$ cat config.mk
export PLATFORM = sky130hd
export DESIGN_NAME = integer_to_ascii_digits_unit
export DESIGN_NICKNAME = d
export VERILOG_FILES = /design/src/hdl/iad_pkg.sv /design/src/hdl/integer_to_ascii_digits_unit.sv /design/src/hdl/iad_digit_cell.sv /design/src/hdl/iad_ctrl.sv
export SDC_FILE = /design/constraint.sdc
export NUM_CORES = 1
export LEC_CHECK = 0
export ABC_AREA = 0
export BUFFER_PORTS_ARGS = -buffer_cell sky130_fd_sc_hd__buf_2
export CAP_MARGIN = 20
export CELL_PAD_IN_SITES_DETAIL_PLACEMENT = 1
export CELL_PAD_IN_SITES_GLOBAL_PLACEMENT = 1
export CORE_MARGIN = 5
export CORE_UTILIZATION = 51
export CTS_CLUSTER_DIAMETER = 150
export DETAILED_ROUTE_END_ITERATION = 6
export GPL_TIMING_DRIVEN = 0
export HOLD_SLACK_MARGIN = 0.1
export PLACE_DENSITY_LB_ADDON = 0.1
export SYNTH_ARGS = -nofsm -noshare
export SYNTH_HDL_FRONTEND = slang
export SYNTH_SLANG_ARGS = --single-unit
$ cat constraint.sdc
create_clock -name clk -period 5.9 [get_ports clk]
set_input_delay 1.18 -clock clk [delete_from_list [all_inputs] [get_ports clk]]
set_output_delay 1.18 -clock clk [all_outputs]
set_load 0.01 [all_outputs]
$ cat src/hdl/iad_pkg.sv
// Shared types and constants of the integer-to-ASCII digit unit.
// Used by iad_digit_cell, iad_ctrl and integer_to_ascii_digits_unit.
`timescale 1ns / 1ps

package iad_pkg;

    // Mode codes carried in s_tuser. Code 3 is handled as unsigned decimal.
    localparam logic [1:0] MODE_SIGNED   = 2'd0;
    localparam logic [1:0] MODE_UNSIGNED = 2'd1;
    localparam logic [1:0] MODE_HEX      = 2'd2;

    localparam logic [7:0] CH_MINUS = 8'h2D;
    localparam logic [7:0] CH_ZERO  = 8'h30;
    localparam logic [7:0] CH_A     = 8'h61;
    localparam logic [3:0] DEC_BASE = 4'd10;

    typedef enum logic [2:0] {
        ST_IDLE,
        ST_CONVERT,
        ST_SKIP,
        ST_SIGN,
        ST_EMIT
    } state_t;

    typedef enum logic [1:0] {
        CELL_HOLD,
        CELL_CLEAR,
        CELL_CONVERT,
        CELL_SHIFT
    } cell_op_t;

    typedef struct packed {
        cell_op_t op;
        logic     hex;
    } cell_ctrl_t;

    function automatic logic [7:0] digit_to_char(input logic [3:0] d);
        logic [7:0] wide;
        wide = {4'b0000, d};
        if (d < DEC_BASE)
        begin
            return CH_ZERO + wide;
        end
        return CH_A + wide - {4'b0000, DEC_BASE};
    endfunction

endpackage

$ cat src/hdl/integer_to_ascii_digits_unit.sv
// Top level of the integer-to-ASCII digit unit: a row of digit cells driven
// by the sequencer. Depends on iad_pkg, iad_digit_cell and iad_ctrl.
//
//   channel  | direction | tdata                 | tuser / tlast
//   ---------+-----------+-----------------------+----------------------
//   s_*      | in        | value (VALUE_WIDTH)   | tuser: mode (2 bits)
//   m_*      | out       | char_code (8 bits)    | tlast: last_char
//
// An item is taken in and its VALUE_WIDTH bits are shifted into the cell row.
// Leading zero digits are then dropped (the last digit is always kept), a minus
// sign is sent when the value is negative, and the digits follow it.
// One item is in work at a time; s_tready is high only when the unit is idle.
// A stall on m_tready holds the output register and pauses the character feed.
// Reset (rst_n, asynchronous) returns the sequencer to idle with no item held.
`timescale 1ns / 1ps

module integer_to_ascii_digits_unit #(
    parameter int VALUE_WIDTH = 32
) (
    input  logic                                  clk,
    input  logic                                  rst_n,
    input  logic                                  s_tvalid,
    output logic                                  s_tready,
    input  logic [((VALUE_WIDTH + 7) / 8) * 8 - 1:0] s_tdata, // value
    input  logic [1:0]                            s_tuser, // mode
    output logic                                  m_tvalid,
    input  logic                                  m_tready,
    output logic [7:0]                            m_tdata, // char_code
    output logic                                  m_tlast
);

    // Decimal digits of 2^VALUE_WIDTH-1 (1233/4096 approximates log10 of 2).
    localparam int DEC_DIGITS = (VALUE_WIDTH * 1233) / 4096 + 1;
    localparam int HEX_DIGITS = (VALUE_WIDTH + 3) / 4;
    localparam int NUM_DIGITS = (DEC_DIGITS > HEX_DIGITS) ? DEC_DIGITS : HEX_DIGITS;

    iad_pkg::cell_ctrl_t cell_ctrl;
    logic                ser_bit;
    logic [3:0]          digit [NUM_DIGITS];
    logic                carry [NUM_DIGITS];

    iad_ctrl #(
        .VALUE_WIDTH (VALUE_WIDTH),
        .NUM_DIGITS  (NUM_DIGITS)
    ) u_ctrl (
        .clk       (clk),
        .rst_n     (rst_n),
        .in_valid  (s_tvalid),
        .in_ready  (s_tready),
        .in_value  (s_tdata[VALUE_WIDTH-1:0]),
        .in_mode   (s_tuser),
        .out_valid (m_tvalid),
        .out_ready (m_tready),
        .out_char  (m_tdata),
        .out_last  (m_tlast),
        .cell_ctrl (cell_ctrl),
        .ser_bit   (ser_bit),
        .top_digit (digit[NUM_DIGITS-1])
    );

    // Cell 0 holds the least significant digit; data moves toward the top.
    for (genvar i = 0; i < NUM_DIGITS; i++)
    begin : g_cell
        if (i == 0)
        begin : g_first
            iad_digit_cell u_cell (
                .clk       (clk),
                .rst_n     (rst_n),
                .ctrl      (cell_ctrl),
                .carry_in  (ser_bit),
                .digit_in  (4'd0),
                .carry_out (carry[i]),
                .digit     (digit[i])
            );
        end
        else
        begin : g_next
            iad_digit_cell u_cell (
                .clk       (clk),
                .rst_n     (rst_n),
                .ctrl      (cell_ctrl),
                .carry_in  (carry[i-1]),
                .digit_in  (digit[i-1]),
                .carry_out (carry[i]),
                .digit     (digit[i])
            );
        end
    end

endmodule

$ cat src/hdl/iad_digit_cell.sv
// One digit cell of the conversion row: a 4-bit BCD or hex digit.
// Depends on iad_pkg for the cell control struct.
`timescale 1ns / 1ps

module iad_digit_cell (
    input  logic              clk,
    input  logic              rst_n,
    input  iad_pkg::cell_ctrl_t ctrl,
    input  logic              carry_in,
    input  logic [3:0]        digit_in,
    output logic              carry_out,
    output logic [3:0]        digit
);

    logic [3:0] digit_reg;
    logic [3:0] digit_next;
    logic [3:0] adj;

    // Double-dabble correction: a decimal digit of five or more gets three
    // added before the shift, so that it carries into the next cell.
    always_comb
    begin
        if (!ctrl.hex && (digit_reg >= 4'd5))
        begin
            adj = digit_reg + 4'd3;
        end
        else
        begin
            adj = digit_reg;
        end
    end

    assign carry_out = adj[3];

    always_comb
    begin
        unique case (ctrl.op)
            iad_pkg::CELL_HOLD:    digit_next = digit_reg;
            iad_pkg::CELL_CLEAR:   digit_next = 4'd0;
            iad_pkg::CELL_CONVERT: digit_next = {adj[2:0], carry_in};
            iad_pkg::CELL_SHIFT:   digit_next = digit_in;
            default:               digit_next = digit_reg;
        endcase
    end

    always_ff @(posedge clk or negedge rst_n)
    begin
        if (!rst_n)
        begin
            digit_reg <= 4'd0;
        end
        else
        begin
            digit_reg <= digit_next;
        end
    end

    assign digit = digit_reg;

endmodule

$ cat src/hdl/iad_ctrl.sv
// Sequencer of the digit unit: sign handling, serial feed of the magnitude,
// leading-zero skip and the character output register. Depends on iad_pkg.
`timescale 1ns / 1ps

module iad_ctrl #(
    parameter int VALUE_WIDTH = 32,
    parameter int NUM_DIGITS  = 10
) (
    input  logic                   clk,
    input  logic                   rst_n,
    input  logic                   in_valid,
    output logic                   in_ready,
    input  logic [VALUE_WIDTH-1:0] in_value,
    input  logic [1:0]             in_mode,
    output logic                   out_valid,
    input  logic                   out_ready,
    output logic [7:0]             out_char,
    output logic                   out_last,
    output iad_pkg::cell_ctrl_t    cell_ctrl,
    output logic                   ser_bit,
    input  logic [3:0]             top_digit
);

    localparam int CNT_W = $clog2(VALUE_WIDTH);
    localparam int REM_W = $clog2(NUM_DIGITS + 1);
    localparam logic [CNT_W-1:0] LAST_BIT = CNT_W'(VALUE_WIDTH - 1);
    localparam logic [REM_W-1:0] REM_ONE  = REM_W'(1);
    localparam logic [REM_W-1:0] REM_FULL = REM_W'(NUM_DIGITS);

    iad_pkg::state_t state_reg, state_next;

    logic [VALUE_WIDTH-1:0] mag_reg, mag_next;
    logic [CNT_W-1:0]       bit_cnt_reg, bit_cnt_next;
    logic [REM_W-1:0]       rem_reg, rem_next;
    logic                   neg_reg, neg_next;
    logic                   hex_reg, hex_next;
    logic                   out_valid_reg, out_valid_next;
    logic [7:0]             out_char_reg, out_char_next;
    logic                   out_last_reg, out_last_next;

    logic       accept;
    logic       out_free;
    logic       in_neg;
    logic       load_out;
    logic [7:0] load_char;
    logic       load_last;
    iad_pkg::cell_op_t cell_op;

    assign accept   = in_valid && in_ready;
    assign out_free = !out_valid_reg || out_ready;
    assign in_neg   = (in_mode == iad_pkg::MODE_SIGNED) && in_value[VALUE_WIDTH-1];

    // Next state.
    always_comb
    begin
        state_next = state_reg;
        unique case (state_reg)
            iad_pkg::ST_IDLE:
            begin
                if (in_valid)
                begin
                    state_next = iad_pkg::ST_CONVERT;
                end
            end
            iad_pkg::ST_CONVERT:
            begin
                if (bit_cnt_reg == LAST_BIT)
                begin
                    state_next = iad_pkg::ST_SKIP;
                end
            end
            iad_pkg::ST_SKIP:
            begin
                if ((top_digit != 4'd0) || (rem_reg == REM_ONE))
                begin
                    state_next = neg_reg ? iad_pkg::ST_SIGN : iad_pkg::ST_EMIT;
                end
            end
            iad_pkg::ST_SIGN:
            begin
                if (out_free)
                begin
                    state_next = iad_pkg::ST_EMIT;
                end
            end
            iad_pkg::ST_EMIT:
            begin
                if (out_free && (rem_reg == REM_ONE))
                begin
                    state_next = iad_pkg::ST_IDLE;
                end
            end
            default: state_next = iad_pkg::ST_IDLE;
        endcase
    end

    // Control outputs of each state.
    always_comb
    begin
        in_ready  = 1'b0;
        cell_op   = iad_pkg::CELL_HOLD;
        load_out  = 1'b0;
        load_char = iad_pkg::digit_to_char(top_digit);
        load_last = (rem_reg == REM_ONE);
        unique case (state_reg)
            iad_pkg::ST_IDLE:
            begin
                in_ready = 1'b1;
                if (in_valid)
                begin
                    cell_op = iad_pkg::CELL_CLEAR;
                end
            end
            iad_pkg::ST_CONVERT:
            begin
                cell_op = iad_pkg::CELL_CONVERT;
            end
            iad_pkg::ST_SKIP:
            begin
                if ((top_digit == 4'd0) && (rem_reg != REM_ONE))
                begin
                    cell_op = iad_pkg::CELL_SHIFT;
                end
            end
            iad_pkg::ST_SIGN:
            begin
                load_out  = out_free;
                load_char = iad_pkg::CH_MINUS;
                load_last = 1'b0;
            end
            iad_pkg::ST_EMIT:
            begin
                load_out = out_free;
                if (out_free)
                begin
                    cell_op = iad_pkg::CELL_SHIFT;
                end
            end
            default:
            begin
                in_ready = 1'b0;
            end
        endcase
    end

    assign cell_ctrl.op  = cell_op;
    assign cell_ctrl.hex = hex_reg;
    assign ser_bit       = mag_reg[VALUE_WIDTH-1];

    // Datapath registers.
    always_comb
    begin
        mag_next       = mag_reg;
        bit_cnt_next   = bit_cnt_reg;
        rem_next       = rem_reg;
        neg_next       = neg_reg;
        hex_next       = hex_reg;
        out_valid_next = out_valid_reg;
        out_char_next  = out_char_reg;
        out_last_next  = out_last_reg;

        if (accept)
        begin
            mag_next     = in_neg ? (~in_value + 1'b1) : in_value;
            neg_next     = in_neg;
            hex_next     = (in_mode == iad_pkg::MODE_HEX);
            bit_cnt_next = '0;
        end

        if (state_reg == iad_pkg::ST_CONVERT)
        begin
            mag_next     = {mag_reg[VALUE_WIDTH-2:0], 1'b0};
            bit_cnt_next = bit_cnt_reg + 1'b1;
            rem_next     = REM_FULL;
        end

        if (cell_op == iad_pkg::CELL_SHIFT)
        begin
            rem_next = rem_reg - 1'b1;
        end

        if (out_valid_reg && out_ready)
        begin
            out_valid_next = 1'b0;
        end
        if (load_out)
        begin
            out_valid_next = 1'b1;
            out_char_next  = load_char;
            out_last_next  = load_last;
        end
    end

    always_ff @(posedge clk or negedge rst_n)
    begin
        if (!rst_n)
        begin
            state_reg     <= iad_pkg::ST_IDLE;
            bit_cnt_reg   <= '0;
            rem_reg       <= '0;
            neg_reg       <= 1'b0;
            hex_reg       <= 1'b0;
            out_valid_reg <= 1'b0;
        end
        else
        begin
            state_reg     <= state_next;
            bit_cnt_reg   <= bit_cnt_next;
            rem_reg       <= rem_next;
            neg_reg       <= neg_next;
            hex_reg       <= hex_next;
            out_valid_reg <= out_valid_next;
        end
    end

    always_ff @(posedge clk)
    begin
        mag_reg      <= mag_next;
        out_char_reg <= out_char_next;
        out_last_reg <= out_last_next;
    end

    assign out_valid = out_valid_reg;
    assign out_char  = out_char_reg;
    assign out_last  = out_last_reg;

    // An accepted item always starts a fresh conversion at bit zero.
    a_accept_starts: assert property (@(posedge clk) disable iff (!rst_n)
        accept |=> (state_reg == iad_pkg::ST_CONVERT) && (bit_cnt_reg == '0))
        else $error("accepted item did not start a conversion");

    // The digit count never runs out while digits are skipped or sent.
    a_rem_live: assert property (@(posedge clk) disable iff (!rst_n)
        ((state_reg == iad_pkg::ST_SKIP) || (state_reg == iad_pkg::ST_EMIT))
        |-> (rem_reg != '0))
        else $error("digit count empty while emitting");

    // A minus sign is never the final character of a number.
    a_sign_not_last: assert property (@(posedge clk) disable iff (!rst_n)
        out_valid_reg |-> !(out_last_reg && (out_char_reg == iad_pkg::CH_MINUS)))
        else $error("minus sign flagged as last character");

    // The final character of a number closes the item and frees the input.
    a_last_ends_item: assert property (@(posedge clk) disable iff (!rst_n)
        ((state_reg == iad_pkg::ST_EMIT) && load_out && load_last)
        |=> (state_reg == iad_pkg::ST_IDLE) && out_valid_reg && out_last_reg)
        else $error("last character did not end the item");

endmodule

# After elaboration in Yosys (flattened, before gate mapping)
# Index checks and enable logic that the tools add are counted.
# op_classes
order_cmp	11
n_eq_ne	16
mux	45
n_reduce_logical	30
div	0
multipliers	0
n_bitwise	1
shift	0
addsub	16
# ops
op	n
$pmux 4 s3	9
$mux 32	3
$mux 4	11
$ge 4x3->1 const B	10
$add 4x2->4 const B	9
$add 32x1->32 const B	1
$not 32->32	1
$mux 3	7
$mux 8	2
$logic_and 1x1->1	15
$pmux 3 s5	1
$mux 5	2
$add 7x4->8 const A	1
$ne 2x1->1 const B	4
$pmux 2 s4	1
$pmux 4 s2	1
$sub 8x4->8 const B	1
$add 6x4->7 const A	1
$eq 2x2->1 const B	3
$eq 3x2->1 const B	2
$mux 1	6
$reduce_bool 2->1	3
$add 5x1->5 const B	1
$eq 5x5->1 const B	1
other kinds (18)	23
# word_totals
regBits	96
rom_bits	0
ram_bits	0
in_bits	38
latch_bits	0
n_memories	0

# Logic depth before layout (Yosys ltp)
# logic_depth
ltp_word	7
ltp_mapped	8

# Hierarchy
# From an unflattened synthesis, not the netlist that was laid out.
# unflattened
hier_cells	684
area_unflattened_um2	6274.8
# modules_own_cells
mod	area_per_inst_um2	cells_per_inst	n_inst
iad_ctrl	3255.6	343	1
iad_digit_cell	301.5	34	10
integer_to_ascii_digits_unit	3.8	1	1

# Least setup slack after synthesis
# No wires, ideal clock.
# synth_timing
path_type	input-to-reg
start	in s_tdata[26]
end	reg u_ctrl.mag_reg[29], data pin
setup_slack_ns	3.085
path_stages	5
required_ns	5.639
arrival_ns	2.554
path_buffers	0
path_cell_list	or3_1 > or4_1 > nand4b_1 > mux2i_1 > a221o_1
# synth_via
elab_chain_cells	5
# synth_lines
item	line_no	text
start, declared	integer_to_ascii_digits_unit.sv:24	input logic [((VALUE_WIDTH + 7) / 8) * 8 - 1:0] s_tdata,
$not 32->32	iad_ctrl.sv:164	mag_next = in_neg ? (~in_value + 1'b1) : in_value;
$add 32x1->32	iad_ctrl.sv:164	
$mux 32	iad_ctrl.sv:164	
$mux 32	iad_ctrl.sv:162	if (accept)
$mux 32	iad_ctrl.sv:170	if (state_reg == iad_pkg::ST_CONVERT)
net u_ctrl.mag_next[29]	iad_ctrl.sv:32	logic [VALUE_WIDTH-1:0] mag_reg, mag_next;
end signal, assigned	iad_ctrl.sv:218	mag_reg <= mag_next;
end, declared	iad_ctrl.sv:32	
# The timed path passes the listed nets, and every way through them passes these cells. The select of a mux whose other input is x is not followed.
# A chain may end at the register's enable or synchronous reset.

# Worst setup path after layout
# layout_timing
start	in s_tvalid
end	reg g_cell[6].g_next.u_cell.digit_reg[2]
# layout_via
elab_chain_cells	4
elab_cells_between_ends	7
# layout_lines
item	line_no	text
start, declared	integer_to_ascii_digits_unit.sv:22	input logic s_tvalid,
$mux 1 *	iad_ctrl.sv:109	if (in_valid)
$pmux 2 s4 *	iad_ctrl.sv:105	unique case (state_reg)
$eq 2x2->1 / $eq 2x1->1 (equally long branches)	iad_digit_cell.sv:37	unique case (ctrl.op)
$pmux 4 s3	iad_digit_cell.sv:37	
end signal, assigned	iad_digit_cell.sv:54	digit_reg <= digit_next;
end, declared	iad_digit_cell.sv:15	logic [3:0] digit_reg;
# Mark *: on every way between the ends. The rest lies on a longest branch, timed or not.

==> out/results.env <==
OUTCOME='finished clean'
CRIT_ARRIVAL_PS=3380
RSZ0062_AT_GRT='no'
FLOORPLAN.DIE_AREA_SQ_UM=14200
SYNTH_WARNINGS=0
BOUNDARYPINS=49
MAPPEDNETLISTAREA_SQ_UM=6090
START_UTIL_PCT=51.4
LARGEST_REGISTER_FFS=36
FINALSETUPTNS_PS=0
CRITPATHCAPTURETYPE='flip-flop'
POST-ROUTE-DRC-COUNT=0
GRTUSAGEMET1_PCT=31.5
CORE_SQ_UM=11900
MAX_SLEW_MARGIN_PCT=37.1
CRITICAL_PATH_PEAK_FANOUT=40
POWERDENSITY_nW_PER_UM2=511
DEEPEST_CLOCK_PATH_BUFFER_COUNT=2
HOLD_WORST_SLACK_PS=482
FIRST_GLOBAL_VIAS=5607
STATIC-LEAKAGE-POWER_nW=2.76
FIN_CRIT_SH_PCT=53.5
PLACE.GP.CONGESTION=0.941
DOMINANTREGCELLSYNTH='sky130_fd_sc_hd__dfrtp_1'
PLACE.DETAILED.HPWL_UM=12500
GRT_UTIL_MET2_PCT=44.7
HOLD_PATH.CLASS='reg2reg'
ROW_COUNT=40
GRT_USE_MET3_PCT=3.23
SYNTH_ENABLE_FLOP_CELLS=39
WORSTPATHREQUIRED_PS=6130
SYN-MEAN-INSTANCE-AREA_SQ_UM=9.37
POWER.IR.VDD_WORST_mV=0.265
DESIGN.FINAL.NETS=772
CLKLATENCYLATEPIN_PS=340
DIE_H_UM=119
SYNTH.DISTINCT_CELLS=71
MOSTFREQUENTLAYOUTCELL='sky130_fd_sc_hd__nor2_1'
FIN_WORST_SKEW_PS=8.24
AREA_GROWTH_SYN_TO_LAYOUT_PCT=12.0
CTS_BUFFERS=9
WIRE_LENGTH_OF_THE_FIRST_GLOBAL_ROUTING_PASS_UM=28700
CTS_SETUP_BUFFERS=0
PATH_DELAY_FAMILY='buffers and inverters'
DRT_FIRST_ITER_VIOLATIONS=244
CTS_ROOT_BUF='sky130_fd_sc_hd__clkbuf_16'
GRT.OVERFLOW.TOTAL=0
TRITONCTS_NUM_SINKS=95
REPORT.FINAL.SETUP_VIOL=0
WORSTMARGINPINSLEW_PS=944
NUMBER_OF_ANTENNA_VIOLATIONS_AT_THE_FIRST_CHECK_IN_GLOBAL_ROUTING=0
SYNTH.YOSYS.SEQ_AREA_SHARE_PCT=42.1
VIAS=5269
FINAL_ANTENNA_DIODE_COUNT=0
DETAIL_ROUTE.VIAS_PER_CELL=6.12
FIN_CRIT_PS=3150
FP.DIEW_UM=119
YS_SEQ_ELEMENTS=95
YS_ASYNC_SR_FRACTION_PCT=57.9
GRT_MOST_USED_LAYER='met2'
CRITICAL_PATH.SLOWEST_CELL='sky130_fd_sc_hd__buf_2'
CRIT_TOP_CELL='sky130_fd_sc_hd__buf_2'
GRT_START_MAX_NET_PINS=41
CTS-HTREE-LEVELS=3
HOLD_VIOLATIONS=0
DRTPASS1ITERATIONS=6
FINAL_LAYOUT_SIZE_SUFFIX_GT1_SHARE_PCT=13.4
PATH_CLK_SLEW_PS=70
NUMBER_OF_GATES_RESIZED_AFTER_CTS=0
PORT-BUFFER-COUNT=47
TRITONCTS_CLOCK_TREE='done'
TIMING_MAX_TRANSITION_VIOLATIONS_FINAL=0
POSTCTSHOLDBUFS=0
CRITICAL-PATH-MAX-STAGE-DELAY_PS=750
SETUP.WORST_PATH.CLASS='in2reg'
DRT.ANTENNA.VIOLATING_NETS=0
SYNTHESIS.NETS=713
MAX_FREQ_MHz=317
GLOBALROUTETOTALUTIL_PCT=24.8
ROUTED_WL_UM=17400
WORSTPATHCELLLIST='buf_2 > nor4b_4 > nor2_4 > inv_2 > buf_2 > nor3_1 > a221o_1'
POST_DRT_WL_PER_CELL_UM=20.2
TIMING.CRITICAL_PATH.FROM_TYPE='input port'
CAP_VIOLATIONS=0
CRITPATHBUFINV=3
FINAL_CELL_MIX='sky130_fd_sc_hd__nor2_1 (59), sky130_fd_sc_hd__nand2_1 (56), sky130_fd_sc_hd__dfrtp_1 (55), sky130_fd_sc_hd__buf_2 (54), sky130_fd_sc_hd__a21oi_1 (47)'
SYN_INST=650
[logic make-up (layout without fill, tap and decap cells)]
family	count (synthesis)	count (layout)	synth area share [%]
fa+ha+maj	25	25	5.13
xor+xnor	39	39	5.61
flops	95	95	42.1
other cells	2	2	0.123
mux	24	24	3.98
buf+inv	75	139	5.26
simple gates	210	210	18.3
compound gates	180	180	19.4
[synthesized netlist by cell type, types with 12 or more instances]
cell type | number | area [sq um]
sky130_fd_sc_hd__nor2_1 | 59 | 221
sky130_fd_sc_hd__nand2_1 | 56 | 210
sky130_fd_sc_hd__dfrtp_1 | 55 | 1380
sky130_fd_sc_hd__a21oi_1 | 47 | 235
sky130_fd_sc_hd__edfxtp_1 | 39 | 1170
sky130_fd_sc_hd__o21ai_0 | 38 | 190
sky130_fd_sc_hd__inv_1 | 36 | 135
sky130_fd_sc_hd__xnor2_1 | 33 | 289
sky130_fd_sc_hd__ha_1 | 25 | 313
sky130_fd_sc_hd__clkbuf_1 | 24 | 90.1
sky130_fd_sc_hd__mux2i_1 | 22 | 220
sky130_fd_sc_hd__a221o_1 | 18 | 180
sky130_fd_sc_hd__o21ai_1 | 18 | 90.1
sky130_fd_sc_hd__nor3_1 | 17 | 85.1
sky130_fd_sc_hd__nand2b_1 | 12 | 75.1
[layer usage]
metal / wire [um] / up-vias
met5: 0 / -
met4: 276 / 0
met3: 692 / 25
met2: 8990 / 130
met1: 7460 / 2641
li1: - / 2473
[report_power, final]
part | switching (mW) | internal (mW) | leakage [nW]
combinational | 1.04 | 0.616 | 1.51
sequential | 0.199 | 1.04 | 1.11
clock | 0.247 | 0.339 | 0.140
[tightest hold or removal path: cells and delay by family, from the launching register on]
kind / cells / cell delay, ps
flops: 1 / 320
simple gates: 1 / 60
compound gates: 1 / 60
[final timing paths]
check                                                 from                                            to  slack, ps  cells past startpoint
setup reg to reg           u_ctrl.state_reg[2]$_DFFE_PN0P_  g_cell[6].g_next.u_cell.digit[2]$_DFFE_PN0P_       3100                      6
max in group asynchronous                            rst_n  g_cell[3].g_next.u_cell.digit[2]$_DFFE_PN0P_       4500                      2
hold reg to reg             u_ctrl.mag_reg[0]$_SDFFE_PP0P_                u_ctrl.mag_reg[0]$_SDFFE_PP0P_        480                      2
setup / recovery                                  s_tvalid  g_cell[6].g_next.u_cell.digit[2]$_DFFE_PN0P_       2750                      7
hold / removal              u_ctrl.mag_reg[0]$_SDFFE_PP0P_                u_ctrl.mag_reg[0]$_SDFFE_PP0P_        480                      2
min in group asynchronous                            rst_n                  u_ctrl.out_valid$_DFFE_PN0P_        810                      1
[final cells by class]
type,count,area [sq um]
Sequential cell,95,2570
Timing Repair Buffer,48,255
Inverter,37,139
Clock buffer,12,246
Multi-Input combinational cell,480,3210
Clock inverter,4,46.3
Buffer,38,181
Tap cell,147,184
Fill cell,1379,5040
[through the flow]
step	instances	area (sq um)	util, %	setup WS [ps]	total power [mW]
2_1_floorplan	650	6090	-	3090	2.37
3_3_place_gp	844	6510	54.9	2460	2.79
3_5_place_dp	845	6530	55.1	2400	2.90
4_1_cts	861	6830	57.5	2750	3.50
5_1_grt	861	6830	57.5	2620	3.73
6_report	861	6830	57.5	2750	3.49
(Power assumes the default switching activity.)
